## src/oscp_pkg.sv

```systemverilog
// ----------------------------------------------------------------------------
// oscp_pkg: shared types and constants of the outline segment path unit
// Holds the field widths, the segment and command codes, the queue entry
// layout, the micro-op sequence of the back end and the saturation helper.
// ----------------------------------------------------------------------------
`default_nettype none

package oscp_pkg;

  // Width of one incoming point coordinate in font units.
  localparam int POINT_BITS = 16;
  // Fraction bits of the Q16.16 results.
  localparam int FRAC_BITS = 16;
  // Scale register: unsigned with 24 fraction bits.
  localparam int EM_BITS = 25;
  localparam int EM_FRAC = 24;
  localparam int MAP_SHIFT = EM_FRAC - FRAC_BITS;
  localparam logic [EM_BITS-1:0] EM_RESET = EM_BITS'(16384);

  // Two thirds as a Q0.16 constant, rounded to nearest.
  localparam int ELEV_SHIFT = 16;
  localparam int TWO_THIRDS_Q16 = 43691;

  // Shared multiplier and accumulator widths.
  localparam int COORD_W = 32;
  localparam int MUL_A_W = COORD_W + 1;
  localparam int MUL_B_W = EM_BITS + 1;
  localparam int PROD_W = MUL_A_W + MUL_B_W;
  localparam int ACC_W = PROD_W + 1;

  // Queue between front and back.
  localparam int QUEUE_DEPTH = 2;
  localparam int QUEUE_AW = (QUEUE_DEPTH > 1) ? $clog2(QUEUE_DEPTH) : 1;
  localparam int QUEUE_CW = $clog2(QUEUE_DEPTH + 1);

  // Micro-op step counter and result slots.
  localparam int STEP_W = 3;
  localparam int RES_SLOTS = 6;
  localparam int SLOT_W = 3;

  typedef logic signed [POINT_BITS-1:0] point_t;
  typedef logic signed [COORD_W-1:0] coord_t;

  // Incoming segment codes.
  typedef enum logic [2:0] {
    ACT_MOVE  = 3'd0,
    ACT_LINE  = 3'd1,
    ACT_CONIC = 3'd2,
    ACT_CUBIC = 3'd3,
    ACT_END   = 3'd4
  } action_t;

  // Outgoing path commands.
  typedef enum logic [1:0] {
    CMD_MOVE  = 2'd0,
    CMD_LINE  = 2'd1,
    CMD_CUBIC = 2'd2,
    CMD_CLOSE = 2'd3
  } cmd_t;

  // Work kinds handed from front to back.
  typedef enum logic [2:0] {
    K_MOVE,
    K_LINE,
    K_CONIC,
    K_CUBIC,
    K_CLOSE
  } kind_t;

  // Which input point a mapping step reads.
  typedef enum logic [1:0] {
    PT_END,
    PT_A,
    PT_B
  } pt_sel_t;

  // Back end sequencer states.
  typedef enum logic [2:0] {
    B_IDLE,
    B_MUL,
    B_ACC,
    B_CLOSE,
    B_EMIT
  } back_state_t;

  // One queued work item.
  typedef struct packed {
    kind_t  kind;
    logic   close_first;
    point_t a_x;
    point_t a_y;
    point_t b_x;
    point_t b_y;
    point_t end_x;
    point_t end_y;
    coord_t origin_x;
    coord_t origin_y;
  } qent_t;

  // Queue status seen by front and back.
  typedef struct packed {
    logic empty;
    logic full;
  } q_status_t;

  // One step of the back end: a mapping or an elevation into a result slot.
  typedef struct packed {
    logic              elev;
    logic              axis_y;
    pt_sel_t           pt_sel;
    logic              base_cur;
    logic [SLOT_W-1:0] dst;
    logic              done;
  } uop_t;

  // Step sequence for each kind. Slots 0..5 are pt1 x/y, pt2 x/y, pt3 x/y.
  // A conic first parks its mapped control point in slots 2 and 3, then the
  // four elevations overwrite slots 0 to 3 in an order that reads each
  // parked value before it is replaced.
  function automatic uop_t uop_lookup(kind_t kind, logic [STEP_W-1:0] step);
    uop_t u;
    u = '0;
    u.pt_sel = PT_END;
    u.axis_y = step[0];
    case (kind)
      K_MOVE, K_LINE: begin
        u.dst  = SLOT_W'(step);
        u.done = (step == STEP_W'(1));
      end
      K_CUBIC: begin
        if (step < STEP_W'(2)) begin
          u.pt_sel = PT_A;
        end else if (step < STEP_W'(4)) begin
          u.pt_sel = PT_B;
        end else begin
          u.pt_sel = PT_END;
        end
        u.dst  = SLOT_W'(step);
        u.done = (step == STEP_W'(5));
      end
      K_CONIC: begin
        if (step < STEP_W'(2)) begin
          u.pt_sel = PT_END;
          u.dst    = SLOT_W'(4) + SLOT_W'(step[0]);
        end else if (step < STEP_W'(4)) begin
          u.pt_sel = PT_A;
          u.dst    = SLOT_W'(2) + SLOT_W'(step[0]);
        end else begin
          u.elev     = 1'b1;
          u.base_cur = (step < STEP_W'(6));
          u.dst      = SLOT_W'(step - STEP_W'(4));
        end
        u.done = (step == STEP_W'(7));
      end
      default: begin
        u.done = 1'b1;
      end
    endcase
    return u;
  endfunction

  // Saturate a wide signed sum to a signed 32-bit coordinate.
  function automatic coord_t sat32(logic [ACC_W-1:0] v);
    coord_t r;
    if ((v[ACC_W-1:COORD_W-1] == '0) || (v[ACC_W-1:COORD_W-1] == '1)) begin
      r = v[COORD_W-1:0];
    end else if (v[ACC_W-1]) begin
      r = {1'b1, {(COORD_W-1){1'b0}}};
    end else begin
      r = {1'b0, {(COORD_W-1){1'b1}}};
    end
    return r;
  endfunction

endpackage

`default_nettype wire

```

## src/outline_segment_to_cubic_path_unit.sv

```systemverilog
// ----------------------------------------------------------------------------
// outline_segment_to_cubic_path_unit: glyph outline segments to cubic paths
// Maps font-unit outline segments into Q16.16 path commands, raising
// conics to cubics and closing open contours on a move or end of glyph.
// ----------------------------------------------------------------------------
// An item is one outline segment. Its results come out in order on the
// out_ channel, the last one of each item flagged by out_last. All
// coordinate work runs through a single shared multiplier, with one
// multiply step and one accumulate step per coordinate or elevation.
// A two-entry queue lets new items be accepted while the back end works
// and while a result waits on out_stall. Unused codes and an end of glyph
// with no open contour produce nothing. The scale register is written
// through the cfg_ port, which is always ready, and should only change
// while idle.
`default_nettype none

module outline_segment_to_cubic_path_unit
  import oscp_pkg::*;
(
  input  wire logic                clk,
  input  wire logic                rst_n,
  input  wire logic                in_valid,
  output logic                     in_stall,
  input  wire logic [2:0]          in_action,
  input  wire point_t              in_ctrl_a_x,
  input  wire point_t              in_ctrl_a_y,
  input  wire point_t              in_ctrl_b_x,
  input  wire point_t              in_ctrl_b_y,
  input  wire point_t              in_end_x,
  input  wire point_t              in_end_y,
  input  wire coord_t              in_origin_x,
  input  wire coord_t              in_origin_y,
  output logic                     out_valid,
  input  wire logic                out_stall,
  output logic [1:0]               out_command,
  output coord_t                   out_pt1_x,
  output coord_t                   out_pt1_y,
  output coord_t                   out_pt2_x,
  output coord_t                   out_pt2_y,
  output coord_t                   out_pt3_x,
  output coord_t                   out_pt3_y,
  output logic                     out_last,
  input  wire logic                cfg_valid,
  output logic                     cfg_ready,
  input  wire logic [EM_BITS-1:0]  cfg_data
);

  q_status_t q_status;
  logic      push;
  qent_t     push_data;
  logic      pop;
  qent_t     pop_data;

  // Intake and classification.
  oscp_front u_front (
    .clk         (clk),
    .rst_n       (rst_n),
    .in_valid    (in_valid),
    .in_stall    (in_stall),
    .in_action   (in_action),
    .in_ctrl_a_x (in_ctrl_a_x),
    .in_ctrl_a_y (in_ctrl_a_y),
    .in_ctrl_b_x (in_ctrl_b_x),
    .in_ctrl_b_y (in_ctrl_b_y),
    .in_end_x    (in_end_x),
    .in_end_y    (in_end_y),
    .in_origin_x (in_origin_x),
    .in_origin_y (in_origin_y),
    .q_status    (q_status),
    .push        (push),
    .push_data   (push_data)
  );

  // Work queue.
  oscp_queue u_queue (
    .clk       (clk),
    .rst_n     (rst_n),
    .push      (push),
    .push_data (push_data),
    .pop       (pop),
    .pop_data  (pop_data),
    .q_status  (q_status)
  );

  // Arithmetic sequencer and output register.
  oscp_back u_back (
    .clk         (clk),
    .rst_n       (rst_n),
    .cfg_valid   (cfg_valid),
    .cfg_ready   (cfg_ready),
    .cfg_data    (cfg_data),
    .q_status    (q_status),
    .q_data      (pop_data),
    .q_pop       (pop),
    .out_valid   (out_valid),
    .out_stall   (out_stall),
    .out_command (out_command),
    .out_pt1_x   (out_pt1_x),
    .out_pt1_y   (out_pt1_y),
    .out_pt2_x   (out_pt2_x),
    .out_pt2_y   (out_pt2_y),
    .out_pt3_x   (out_pt3_x),
    .out_pt3_y   (out_pt3_y),
    .out_last    (out_last)
  );

endmodule

`default_nettype wire

```

## src/oscp_front.sv

```systemverilog
// ----------------------------------------------------------------------------
// oscp_front: segment intake and classification
// Accepts input items, tracks whether a contour is open, drops segments
// that produce nothing and queues the rest with the kind of work they need.
// ----------------------------------------------------------------------------
`default_nettype none

module oscp_front
  import oscp_pkg::*;
(
  input  wire logic        clk,
  input  wire logic        rst_n,
  input  wire logic        in_valid,
  output logic             in_stall,
  input  wire logic [2:0]  in_action,
  input  wire point_t      in_ctrl_a_x,
  input  wire point_t      in_ctrl_a_y,
  input  wire point_t      in_ctrl_b_x,
  input  wire point_t      in_ctrl_b_y,
  input  wire point_t      in_end_x,
  input  wire point_t      in_end_y,
  input  wire coord_t      in_origin_x,
  input  wire coord_t      in_origin_y,
  input  wire q_status_t   q_status,
  output logic             push,
  output qent_t            push_data
);

  logic open_r;
  logic open_nxt;
  logic accept;
  logic want;

  // The queue being full is the only reason to hold off the source.
  assign in_stall = q_status.full;
  assign accept   = in_valid && !q_status.full;
  assign push     = accept && want;

  // Classify the segment and work out the contour flag it leaves behind.
  always_comb begin
    want                  = 1'b0;
    open_nxt              = open_r;
    push_data.kind        = K_LINE;
    push_data.close_first = 1'b0;
    push_data.a_x         = in_ctrl_a_x;
    push_data.a_y         = in_ctrl_a_y;
    push_data.b_x         = in_ctrl_b_x;
    push_data.b_y         = in_ctrl_b_y;
    push_data.end_x       = in_end_x;
    push_data.end_y       = in_end_y;
    push_data.origin_x    = in_origin_x;
    push_data.origin_y    = in_origin_y;
    case (action_t'(in_action))
      ACT_MOVE: begin
        want                  = 1'b1;
        push_data.kind        = K_MOVE;
        push_data.close_first = open_r;
        open_nxt              = 1'b1;
      end
      ACT_LINE: begin
        want           = 1'b1;
        push_data.kind = K_LINE;
      end
      ACT_CONIC: begin
        want           = 1'b1;
        push_data.kind = K_CONIC;
      end
      ACT_CUBIC: begin
        want           = 1'b1;
        push_data.kind = K_CUBIC;
      end
      ACT_END: begin
        // End of glyph only produces a close when a contour is open.
        want           = open_r;
        push_data.kind = K_CLOSE;
        open_nxt       = 1'b0;
      end
      default: begin
        want = 1'b0;
      end
    endcase
  end

  // Contour flag.
  always_ff @(posedge clk) begin
    if (!rst_n) begin
      open_r <= 1'b0;
    end else if (accept) begin
      open_r <= open_nxt;
    end
  end

endmodule

`default_nettype wire

```

## src/oscp_queue.sv

```systemverilog
// ----------------------------------------------------------------------------
// oscp_queue: short work queue between front and back
// A small first-in first-out buffer of classified segments so that the
// intake and the arithmetic sequencer can stall independently.
// ----------------------------------------------------------------------------
`default_nettype none

module oscp_queue
  import oscp_pkg::*;
(
  input  wire logic   clk,
  input  wire logic   rst_n,
  input  wire logic   push,
  input  wire qent_t  push_data,
  input  wire logic   pop,
  output qent_t       pop_data,
  output q_status_t   q_status
);

  qent_t                entry_r [QUEUE_DEPTH];
  logic [QUEUE_AW-1:0]  wr_ptr_r;
  logic [QUEUE_AW-1:0]  rd_ptr_r;
  logic [QUEUE_CW-1:0]  count_r;
  logic [QUEUE_CW-1:0]  count_nxt;
  logic                 do_push;
  logic                 do_pop;

  assign q_status.empty = (count_r == '0);
  assign q_status.full  = (count_r == QUEUE_CW'(QUEUE_DEPTH));
  assign do_push        = push && !q_status.full;
  assign do_pop         = pop && !q_status.empty;
  assign pop_data       = entry_r[rd_ptr_r];

  // Occupancy follows pushes and pops.
  always_comb begin
    count_nxt = count_r;
    if (do_push && !do_pop) begin
      count_nxt = count_r + QUEUE_CW'(1);
    end else if (do_pop && !do_push) begin
      count_nxt = count_r - QUEUE_CW'(1);
    end
  end

  // Pointers and occupancy.
  always_ff @(posedge clk) begin
    if (!rst_n) begin
      wr_ptr_r <= '0;
      rd_ptr_r <= '0;
      count_r  <= '0;
    end else begin
      count_r <= count_nxt;
      if (do_push) begin
        wr_ptr_r <= (wr_ptr_r == QUEUE_AW'(QUEUE_DEPTH - 1)) ? '0 : wr_ptr_r + QUEUE_AW'(1);
      end
      if (do_pop) begin
        rd_ptr_r <= (rd_ptr_r == QUEUE_AW'(QUEUE_DEPTH - 1)) ? '0 : rd_ptr_r + QUEUE_AW'(1);
      end
    end
  end

  // Entry storage.
  always_ff @(posedge clk) begin
    if (do_push) begin
      entry_r[wr_ptr_r] <= push_data;
    end
  end

endmodule

`default_nettype wire

```

## src/oscp_back.sv

```systemverilog
// ----------------------------------------------------------------------------
// oscp_back: coordinate mapping, conic elevation and result output
// Takes queued work one item at a time, runs its mapping and elevation
// steps through one shared multiplier and an accumulate stage, and hands
// the path commands to the output register.
// ----------------------------------------------------------------------------
`default_nettype none

module oscp_back
  import oscp_pkg::*;
(
  input  wire logic                clk,
  input  wire logic                rst_n,
  input  wire logic                cfg_valid,
  output logic                     cfg_ready,
  input  wire logic [EM_BITS-1:0]  cfg_data,
  input  wire q_status_t           q_status,
  input  wire qent_t               q_data,
  output logic                     q_pop,
  output logic                     out_valid,
  input  wire logic                out_stall,
  output logic [1:0]               out_command,
  output coord_t                   out_pt1_x,
  output coord_t                   out_pt1_y,
  output coord_t                   out_pt2_x,
  output coord_t                   out_pt2_y,
  output coord_t                   out_pt3_x,
  output coord_t                   out_pt3_y,
  output logic                     out_last
);

  back_state_t                state_r;
  back_state_t                state_nxt;
  logic [STEP_W-1:0]          step_r;
  logic [STEP_W-1:0]          step_nxt;
  qent_t                      ent_r;
  logic [EM_BITS-1:0]         em_r;
  coord_t                     res_r [RES_SLOTS];
  coord_t                     cur_x_r;
  coord_t                     cur_y_r;
  logic signed [PROD_W-1:0]   prod_r;

  logic                       out_valid_r;
  cmd_t                       out_command_r;
  coord_t                     out_pt1_x_r;
  coord_t                     out_pt1_y_r;
  coord_t                     out_pt2_x_r;
  coord_t                     out_pt2_y_r;
  coord_t                     out_pt3_x_r;
  coord_t                     out_pt3_y_r;
  logic                       out_last_r;

  uop_t                       uop;
  logic                       out_free;
  logic                       acc_we;
  logic                       close_load;
  logic                       emit_load;
  point_t                     pt;
  coord_t                     base;
  coord_t                     ctrl;
  coord_t                     acc_base;
  logic signed [MUL_A_W-1:0]  mul_a;
  logic signed [MUL_B_W-1:0]  mul_b;
  logic signed [PROD_W-1:0]   product;
  logic signed [PROD_W-1:0]   shifted;
  logic [ACC_W-1:0]           sum;
  coord_t                     acc_val;
  cmd_t                       emit_cmd;
  logic                       short_pts;

  // The register port is always open.
  assign cfg_ready = 1'b1;

  assign uop      = uop_lookup(ent_r.kind, step_r);
  assign out_free = !out_valid_r || !out_stall;

  // Next state of the sequencer.
  always_comb begin
    state_nxt = state_r;
    step_nxt  = step_r;
    case (state_r)
      B_IDLE: begin
        step_nxt = '0;
        if (!q_status.empty) begin
          state_nxt = (q_data.kind == K_CLOSE) ? B_CLOSE : B_MUL;
        end
      end
      B_MUL: begin
        state_nxt = B_ACC;
      end
      B_ACC: begin
        if (uop.done) begin
          state_nxt = ent_r.close_first ? B_CLOSE : B_EMIT;
        end else begin
          step_nxt  = step_r + STEP_W'(1);
          state_nxt = B_MUL;
        end
      end
      B_CLOSE: begin
        if (out_free) begin
          state_nxt = (ent_r.kind == K_CLOSE) ? B_IDLE : B_EMIT;
        end
      end
      B_EMIT: begin
        if (out_free) begin
          state_nxt = B_IDLE;
        end
      end
      default: begin
        state_nxt = B_IDLE;
      end
    endcase
  end

  // Sequencer outputs.
  always_comb begin
    q_pop      = 1'b0;
    acc_we     = 1'b0;
    close_load = 1'b0;
    emit_load  = 1'b0;
    case (state_r)
      B_IDLE:  q_pop      = !q_status.empty;
      B_ACC:   acc_we     = 1'b1;
      B_CLOSE: close_load = out_free;
      B_EMIT:  emit_load  = out_free;
      default: q_pop      = 1'b0;
    endcase
  end

  // Multiplier operands: a font-unit point times em_scale, or a control
  // offset from its base point times two thirds.
  always_comb begin
    case (uop.pt_sel)
      PT_A:    pt = uop.axis_y ? ent_r.a_y : ent_r.a_x;
      PT_B:    pt = uop.axis_y ? ent_r.b_y : ent_r.b_x;
      default: pt = uop.axis_y ? ent_r.end_y : ent_r.end_x;
    endcase
    if (uop.base_cur) begin
      base = uop.axis_y ? cur_y_r : cur_x_r;
    end else begin
      base = uop.axis_y ? res_r[5] : res_r[4];
    end
    ctrl = uop.axis_y ? res_r[3] : res_r[2];
    if (uop.elev) begin
      mul_a = $signed({ctrl[COORD_W-1], ctrl}) - $signed({base[COORD_W-1], base});
      mul_b = MUL_B_W'(TWO_THIRDS_Q16);
    end else begin
      mul_a = $signed({{(MUL_A_W-POINT_BITS){pt[POINT_BITS-1]}}, pt});
      mul_b = $signed({1'b0, em_r});
    end
    product = mul_a * mul_b;
  end

  // Accumulate: floor shift of the product, added to the origin or the
  // base point (subtracted for a flipped y), then saturated.
  always_comb begin
    shifted  = uop.elev ? (prod_r >>> ELEV_SHIFT) : (prod_r >>> MAP_SHIFT);
    acc_base = uop.elev ? base : (uop.axis_y ? ent_r.origin_y : ent_r.origin_x);
    if (!uop.elev && uop.axis_y) begin
      sum = {{(ACC_W-COORD_W){acc_base[COORD_W-1]}}, acc_base}
          - {shifted[PROD_W-1], shifted};
    end else begin
      sum = {{(ACC_W-COORD_W){acc_base[COORD_W-1]}}, acc_base}
          + {shifted[PROD_W-1], shifted};
    end
    acc_val = sat32(sum);
  end

  // Command of the main result and whether it carries only pt1.
  always_comb begin
    case (ent_r.kind)
      K_MOVE: begin
        emit_cmd  = CMD_MOVE;
        short_pts = 1'b1;
      end
      K_LINE: begin
        emit_cmd  = CMD_LINE;
        short_pts = 1'b1;
      end
      default: begin
        emit_cmd  = CMD_CUBIC;
        short_pts = 1'b0;
      end
    endcase
  end

  // Control registers.
  always_ff @(posedge clk) begin
    if (!rst_n) begin
      state_r     <= B_IDLE;
      step_r      <= '0;
      em_r        <= EM_RESET;
      cur_x_r     <= '0;
      cur_y_r     <= '0;
      out_valid_r <= 1'b0;
    end else begin
      state_r     <= state_nxt;
      step_r      <= step_nxt;
      out_valid_r <= close_load || emit_load || (out_valid_r && out_stall);
      if (cfg_valid && cfg_ready) begin
        em_r <= cfg_data;
      end
      // The current point moves to the segment end once it is emitted.
      if (emit_load) begin
        cur_x_r <= short_pts ? res_r[0] : res_r[4];
        cur_y_r <= short_pts ? res_r[1] : res_r[5];
      end
    end
  end

  // Datapath registers.
  always_ff @(posedge clk) begin
    if (q_pop) begin
      ent_r <= q_data;
    end
    if (state_r == B_MUL) begin
      prod_r <= product;
    end
    if (acc_we) begin
      res_r[uop.dst] <= acc_val;
    end
    if (close_load) begin
      out_command_r <= CMD_CLOSE;
      out_pt1_x_r   <= '0;
      out_pt1_y_r   <= '0;
      out_pt2_x_r   <= '0;
      out_pt2_y_r   <= '0;
      out_pt3_x_r   <= '0;
      out_pt3_y_r   <= '0;
      out_last_r    <= (ent_r.kind == K_CLOSE);
    end else if (emit_load) begin
      out_command_r <= emit_cmd;
      out_pt1_x_r   <= res_r[0];
      out_pt1_y_r   <= res_r[1];
      out_pt2_x_r   <= short_pts ? '0 : res_r[2];
      out_pt2_y_r   <= short_pts ? '0 : res_r[3];
      out_pt3_x_r   <= short_pts ? '0 : res_r[4];
      out_pt3_y_r   <= short_pts ? '0 : res_r[5];
      out_last_r    <= 1'b1;
    end
  end

  assign out_valid   = out_valid_r;
  assign out_command = out_command_r;
  assign out_pt1_x   = out_pt1_x_r;
  assign out_pt1_y   = out_pt1_y_r;
  assign out_pt2_x   = out_pt2_x_r;
  assign out_pt2_y   = out_pt2_y_r;
  assign out_pt3_x   = out_pt3_x_r;
  assign out_pt3_y   = out_pt3_y_r;
  assign out_last    = out_last_r;

endmodule

`default_nettype wire

```

## config.mk

```make
export PLATFORM = sky130hd
export DESIGN_NAME = outline_segment_to_cubic_path_unit
export DESIGN_NICKNAME = d
export VERILOG_FILES = /design/src/oscp_pkg.sv /design/src/outline_segment_to_cubic_path_unit.sv /design/src/oscp_front.sv /design/src/oscp_queue.sv /design/src/oscp_back.sv
export SDC_FILE = /design/constraint.sdc
export NUM_CORES = 2
export LEC_CHECK = 0
export BUFFER_PORTS_ARGS = -buffer_cell sky130_fd_sc_hd__buf_2
export CAP_MARGIN = 5
export CORE_MARGIN = 5
export CORE_UTILIZATION = 45
export CTS_CLUSTER_DIAMETER = 80
export DETAILED_ROUTE_END_ITERATION = 12
export GPL_TIMING_DRIVEN = 0
export SYNTH_ARGS = -nofsm -noshare
export SYNTH_HDL_FRONTEND = slang
export SYNTH_SLANG_ARGS = --single-unit
```

## constraint.sdc

```tcl
create_clock -name clk -period 19.1 [get_ports clk]
set_input_delay 0.955 -clock clk [delete_from_list [all_inputs] [get_ports clk]]
set_output_delay 0.955 -clock clk [all_outputs]
set_load 0.005 [all_outputs]
```

# Word-level counts from Yosys, hierarchy flattened

Memory sizes are Yosys's and may differ from the RTL's. A register that Yosys moved wholly into a read port is not among the register bits.
Cells that the tools add are included.

Flip-flop bits (word level): 519
Bits in latches: 0
RAM bits: 520
Memory bits (read-only): 0
Input port bits: 193
Output and inout port bits: 198
Memories: 2

Memories:

| memory          | depth | bits a word | rd ports | clocked after memory_dff | write ports | RTL line         | source |
|---|---|---|---|---|---|---|---|
| u_queue.entry_r | 2     | 164         | 1        | 1                        | 1           | oscp_queue.sv:20 | `qent_t entry_r [QUEUE_DEPTH];` |
| u_back.res_r    | 6     | 32          | 6        | 0                        | 1           | oscp_back.sv:38  | `coord_t res_r [RES_SLOTS];` |

$add $sub $neg: 11
Multipliers: 1
Div/mod/pow operators: 0
$lt $le $gt $ge: 3
Eq/ne operators: 24
Shifts and indexed selects: 0
Multiplexer cells: 69
Bitwise operators: 0
Reduce and logical (&&, ||, !) cells: 34

Operators by type and width:

| operator               | count |
|---|---|
| $mux W32               | 14 |
| $mux W60               | 1 |
| $mul A33 B26 Y59       | 1 |
| $add A32 B51 Y52       | 1 |
| $sub A32 B51 Y52       | 1 |
| $mux W50               | 1 |
| $mux W16               | 3 |
| $mux W33               | 1 |
| $sub A32 B32 Y33       | 1 |
| $pmux W16 S2           | 1 |
| $eq A29 B29 Y1 const B | 1 |
| $logic_not A29 Y1      | 1 |
| $mux W3                | 9 |
| $mux W25               | 1 |
| $mux W1                | 23 |
| $eq A3 B2 Y1 const B   | 6 |
| $eq A3 B3 Y1 const B   | 6 |
| $pmux W3 S5            | 1 |
| $eq A3 B1 Y1 const B   | 4 |
| $mux W2                | 6 |
| $pmux W3 S2            | 2 |
| $pmux W3 S4            | 1 |
| $logic_not A3 Y1       | 3 |
| $logic_and A1 B1 Y1    | 8 |
| other kinds (25)       | 45 |

# Logic depth before layout (Yosys ltp)

Depth in word-level cells: 11
Mapped depth: 49

# By module

A second synthesis with hierarchy kept.

Cells, all modules: 7000
Area total of the unflattened synthesis: 75038.2 um^2

Modules (own cells, without submodules):

| module     | times used | cells each | area an instance (um^2) |
|---|---|---|---|
| oscp_back  | 1          | 6292       | 61662.9 |
| oscp_queue | 1          | 535        | 12060.3 |
| oscp_front | 1          | 173        | 1315.0 |

# Worst setup path after synthesis

No wires, ideal clock.

Path type: register to register
Start: reg u_back.state_r[2]
End: reg u_queue.count_r[1]
Setup time: 76 ps
Arrival time: 13639 ps
Required time: 19024 ps
Setup slack: 5385 ps
Cell stages (with the launch flop): 9
Path buffers: 1
Period minus slack after synthesis: 13715 ps
Path through: dfxtp_1 -> clkbuf_1 -> or2_2 -> nor3_1 -> inv_1 -> ha_1 -> xor2_1 -> or3_1 -> a21boi_0

Longest elaborated chain between the ends: 6

RTL lines:

| what                                                 | RTL line                                 | source |
|---|---|---|
| start: declaration                                   | oscp_back.sv:32                          | `back_state_t state_r;` |
| start signal: assignment                             | oscp_back.sv:197                         | `state_r <= state_nxt;` |
| $logic_not A3 Y1 *                                   | oscp_back.sv:121                         | `case (state_r)` |
| $mux W1 *                                            | oscp_back.sv:121                         |  |
| named net pop                                        | outline_segment_to_cubic_path_unit.sv:51 | `logic pop;` |
| $logic_and A1 B1 Y1 *                                | oscp_queue.sv:31                         | `assign do_pop = pop && !q_status.empty;` |
| $logic_not A1 Y1                                     | oscp_queue.sv:37                         | `if (do_push && !do_pop) begin` |
| $logic_and A1 B1 Y1                                  | oscp_queue.sv:37                         |  |
| $mux W2 / $reduce_bool A2 Y1 (equally long branches) | -                                        |  |
| end signal: assignment                               | oscp_queue.sv:51                         | `count_r <= count_nxt;` |
| end: declaration                                     | oscp_queue.sv:23                         | `logic [QUEUE_CW-1:0] count_r;` |

Mark *: on every way through the listed nets, which the timed path passes. The rest lies on a longest branch.
A chain may end at the register's enable or synchronous reset.

# Final worst setup path

Start: reg u_back.step_r[0]
End: reg u_back.prod_r[58] (data pin)

Longest elaborated chain between the ends: 8

RTL lines:

| what                                                    | RTL line                                          | source |
|---|---|---|
| start: declaration                                      | oscp_back.sv:34                                   | `logic [STEP_W-1:0] step_r;` |
| start signal: assignment                                | oscp_back.sv:198                                  | `step_r <= step_nxt;` |
| $lt A3 B3 Y1, on equally long branches                  | oscp_pkg.sv:150, oscp_pkg.sv:133, oscp_pkg.sv:145 |  |
| $mux W1 / $mux W2 (equally long branches)               | oscp_pkg.sv:145, oscp_pkg.sv:133                  |  |
| $mux W1 (tied with other cells)                         | oscp_pkg.sv:142                                   | `if (step < STEP_W'(2)) begin` |
| $mux W1 / $pmux W2 S2 (equally long branches)           | oscp_pkg.sv:125                                   | `case (kind)` |
| $mux W32 (tied with other cells)                        | oscp_back.sv:138                                  | `if (uop.base_cur) begin` |
| $sub A32 B32 Y33 / $pmux W16 S2 (equally long branches) | oscp_back.sv:145, oscp_back.sv:133                |  |
| $mux W33                                                | oscp_back.sv:144                                  | `if (uop.elev) begin` |
| $mul A33 B26 Y59 *                                      | oscp_back.sv:151                                  | `product = mul_a * mul_b;` |
| named net u_back.product[58]                            | oscp_back.sv:64                                   | `logic signed [PROD_W-1:0] product;` |
| end signal: assignment                                  | oscp_back.sv:217                                  | `prod_r <= product;` |
| end: declaration                                        | oscp_back.sv:41                                   | `logic signed [PROD_W-1:0] prod_r;` |

Marks and branches as above.

==> metrics <==
warnings from Yosys=0; Critical Path Fanout Max=10; Final Setup Violations=0; MaxCap Viol Count=0; worst slew pin tran=1.44 ns; first-pass GRT wire length=351000 um; Max clock buf depth=3; normalized max-slew margin=3.88%; CTS tree=built; die area=0.171 mm^2; Routability Congestion=0.999; Layout Cells excl Fill=9475; Num CTS Buffers=107; die height=414 um; Routed Antenna Nets=0; Slowest cell on crit path=a21oi_1; Critical Path Most Common Cell=fa_1; Worst-path clk slew=0.06 ns; post-route minimum period=16.17 ns; post-synthesis cell count=6647; fin nets=8470; Hold Path Class=primary input to flip-flop; ratio of cells with drive above 1 in the final layout=13.4%; Vias per Instance=5.55; Clk Latency, worst-skew pair=0.78 ns; Avg Cell Area, Syn=11.0 um^2; CTS HTree Levels=3; share of the synthesized area in the top cell type=30.2%; cts repair resizes=0; PortBufs=387; Critical Path RT=19.52 ns; worst-case reg-to-reg path depth=49; Hold Startpoint=in_ctrl_b_y[7]; grt ovf=0; Seq cells post-synth=1032; via count=52600; largest net degree at the start of global routing=60; clock tree sinks=1032; dpl cell area=0.0788 mm^2; die width=414 um; Mapped Area=0.0733 mm^2; top cells by area, synth=edfxtp_1 30%, fa_1 23%, dfxtp_1 8.1%, inv_1 5.6%, ha_1 4.3%; root buffer cell=clkbuf_16; Hold Vio Cnt, Final=0; Starting Density=45.1%; Setup TNS=0 ns; hold path depth=1; drc violations=0; RR Endpoint=u_back.prod_r[58]; Period Utilization, post-route=84.7%; area leader, netlist=edfxtp_1; CP max stage delay=0.88 ns; crit path kind=flip-flop to flip-flop; status=completed; top cells by count, synth=1096 x inv_1, 825 x fa_1, 736 x edfxtp_1, 534 x nand2_1, 508 x nor2_1; Top Ports=391; vias in the first global route=53400; First-pass DRT Iterations=6; final slew viol count=0; hold buffers post-CTS=0; Layout area overhead=12.3%; Core Area=0.162 mm^2; count leader, synth=inv_1; clock skew=0.0978 ns; Row Count=148; post-CTS setup repair buffer count=0; share of flip-flops with an asynchronous set or reset=0%; Worst Path Arrival=16.59 ns; critical path startpoint=u_back.step_r[0]; Hold Crit Endpoint=u_queue.entry_r[0][103]; RSZ-0062 raised after global routing=no; Synth Flop Type=edfxtp_1; GRT Overall Usage=28.2%; Post-synth EDFFs=736; RR Startpoint=u_back.step_r[0]; Setup WS pre-CTS=2.77 ns; Synth cell types=106; Final HPWL DP=199000 um; post-DR wirelength/cell=25.5 um; CP Launch Type=flip-flop; final wirelength=241000 um; initial antenna violation count=11; design area=0.0823 mm^2; flop-to-flop setup slack=2.93 ns; post-placement cell count=9263; Peak Freq=61.8 MHz; Crit. End Element=flip-flop; Mapped Nets=7918; DR iter-0 viols=4772; post-synthesis sequential area ratio=38.2%; post-route setup slack=2.93 ns
[cells by family (layout without fill, tap and decap cells)]
logic type	after synthesis	in the layout	share of synthesized area [%]
adder cells (fa/ha/maj)	1085	1085	27.0
flip-flops	1032	1032	38.2
AO/OA/AOI/OAI	989	989	9.51
buffers and inverters	1434	2078	7.47
AND/OR/NAND/NOR	1516	1516	9.17
multiplexers	363	363	5.91
other	1	10	0.00512
XOR/XNOR	227	227	2.73
[per-stage QoR]
stage	utilization (%)	hold slack [ns]
global route	50.7	0.337
detailed placement	48.5	0.462
global placement	48.0	0.460
CTS	50.7	0.320
floorplan	-	0.455
finish	50.7	0.385
[sequential cells by signal (all words and copies together), names as in the netlist, 51 cells and up, named ones only]
name,count
u_back.res_r,192
u_back.prod_r,51
u_queue.entry_r,328
u_back.ent_r,164
[how the worst max path moves through the flow]
| stage | slack, ns | depth (start not counted) | end |
|---|---|---|---|
| floorplan | 5.38 | 8 | u_queue.count_r[1] |
| global placement | -0.66 | 8 | u_queue.count_r[1] |
| detailed placement | 2.77 | 48 | u_back.prod_r[58] |
| CTS | 2.68 | 48 | u_back.prod_r[58] |
| global route | 2.35 | 49 | u_back.prod_r[58] |
| finish | 2.93 | 49 | u_back.prod_r[58] |
[cell usage in the layout, fill, tap and decap left out, types with 34 or more instances in the layout]
master / count
inv_1: 1096
fa_1: 825
edfxtp_1: 736
nand2_1: 534
nor2_1: 504
buf_2: 392
clkbuf_1: 307
dfxtp_1: 296
ha_1: 253
mux2_2: 227
a21oi_1: 199
o21ai_0: 197
a22o_1: 192
nand3_1: 155
xnor2_1: 122
clkbuf_16: 107
xor2_1: 103
mux2i_1: 102
a21o_1: 88
o211a_1: 66
nor3_1: 58
nor2b_1: 57
and2_1: 52
buf_1: 37
buf_6: 34
[area by class of cell]
type | instances | area (um^2)
multi-input cells | 4181 | 39900
repair buffers | 443 | 2700
inverters | 1098 | 4120
clock buffers | 135 | 2800
diodes | 9 | 22.5
clock inverters | 66 | 671
flip-flops and latches | 1032 | 28000
plain buffers | 336 | 1360
fillers | 14800 | 80100
well taps | 2175 | 2720
[routing by layer]
metal  routed length, um  track usage, %
met1               96400            37.3
met2              112000            45.2
met3               21500            5.88
met4               11600            11.7
met5                   0               0
[critical path: cells and delay by family, from the launching register on]
kind,cells,cell delay (ns)
buf+inv,15,4.57
compound gates,15,4.55
fa+ha+maj,9,4.17
simple gates,7,1.26
xor+xnor,2,0.45
mux,1,0.37
flops,1,0.35
Power is not shown: default switching activity piles up to over one toggle a cycle in this logic, so the estimate is an artifact.
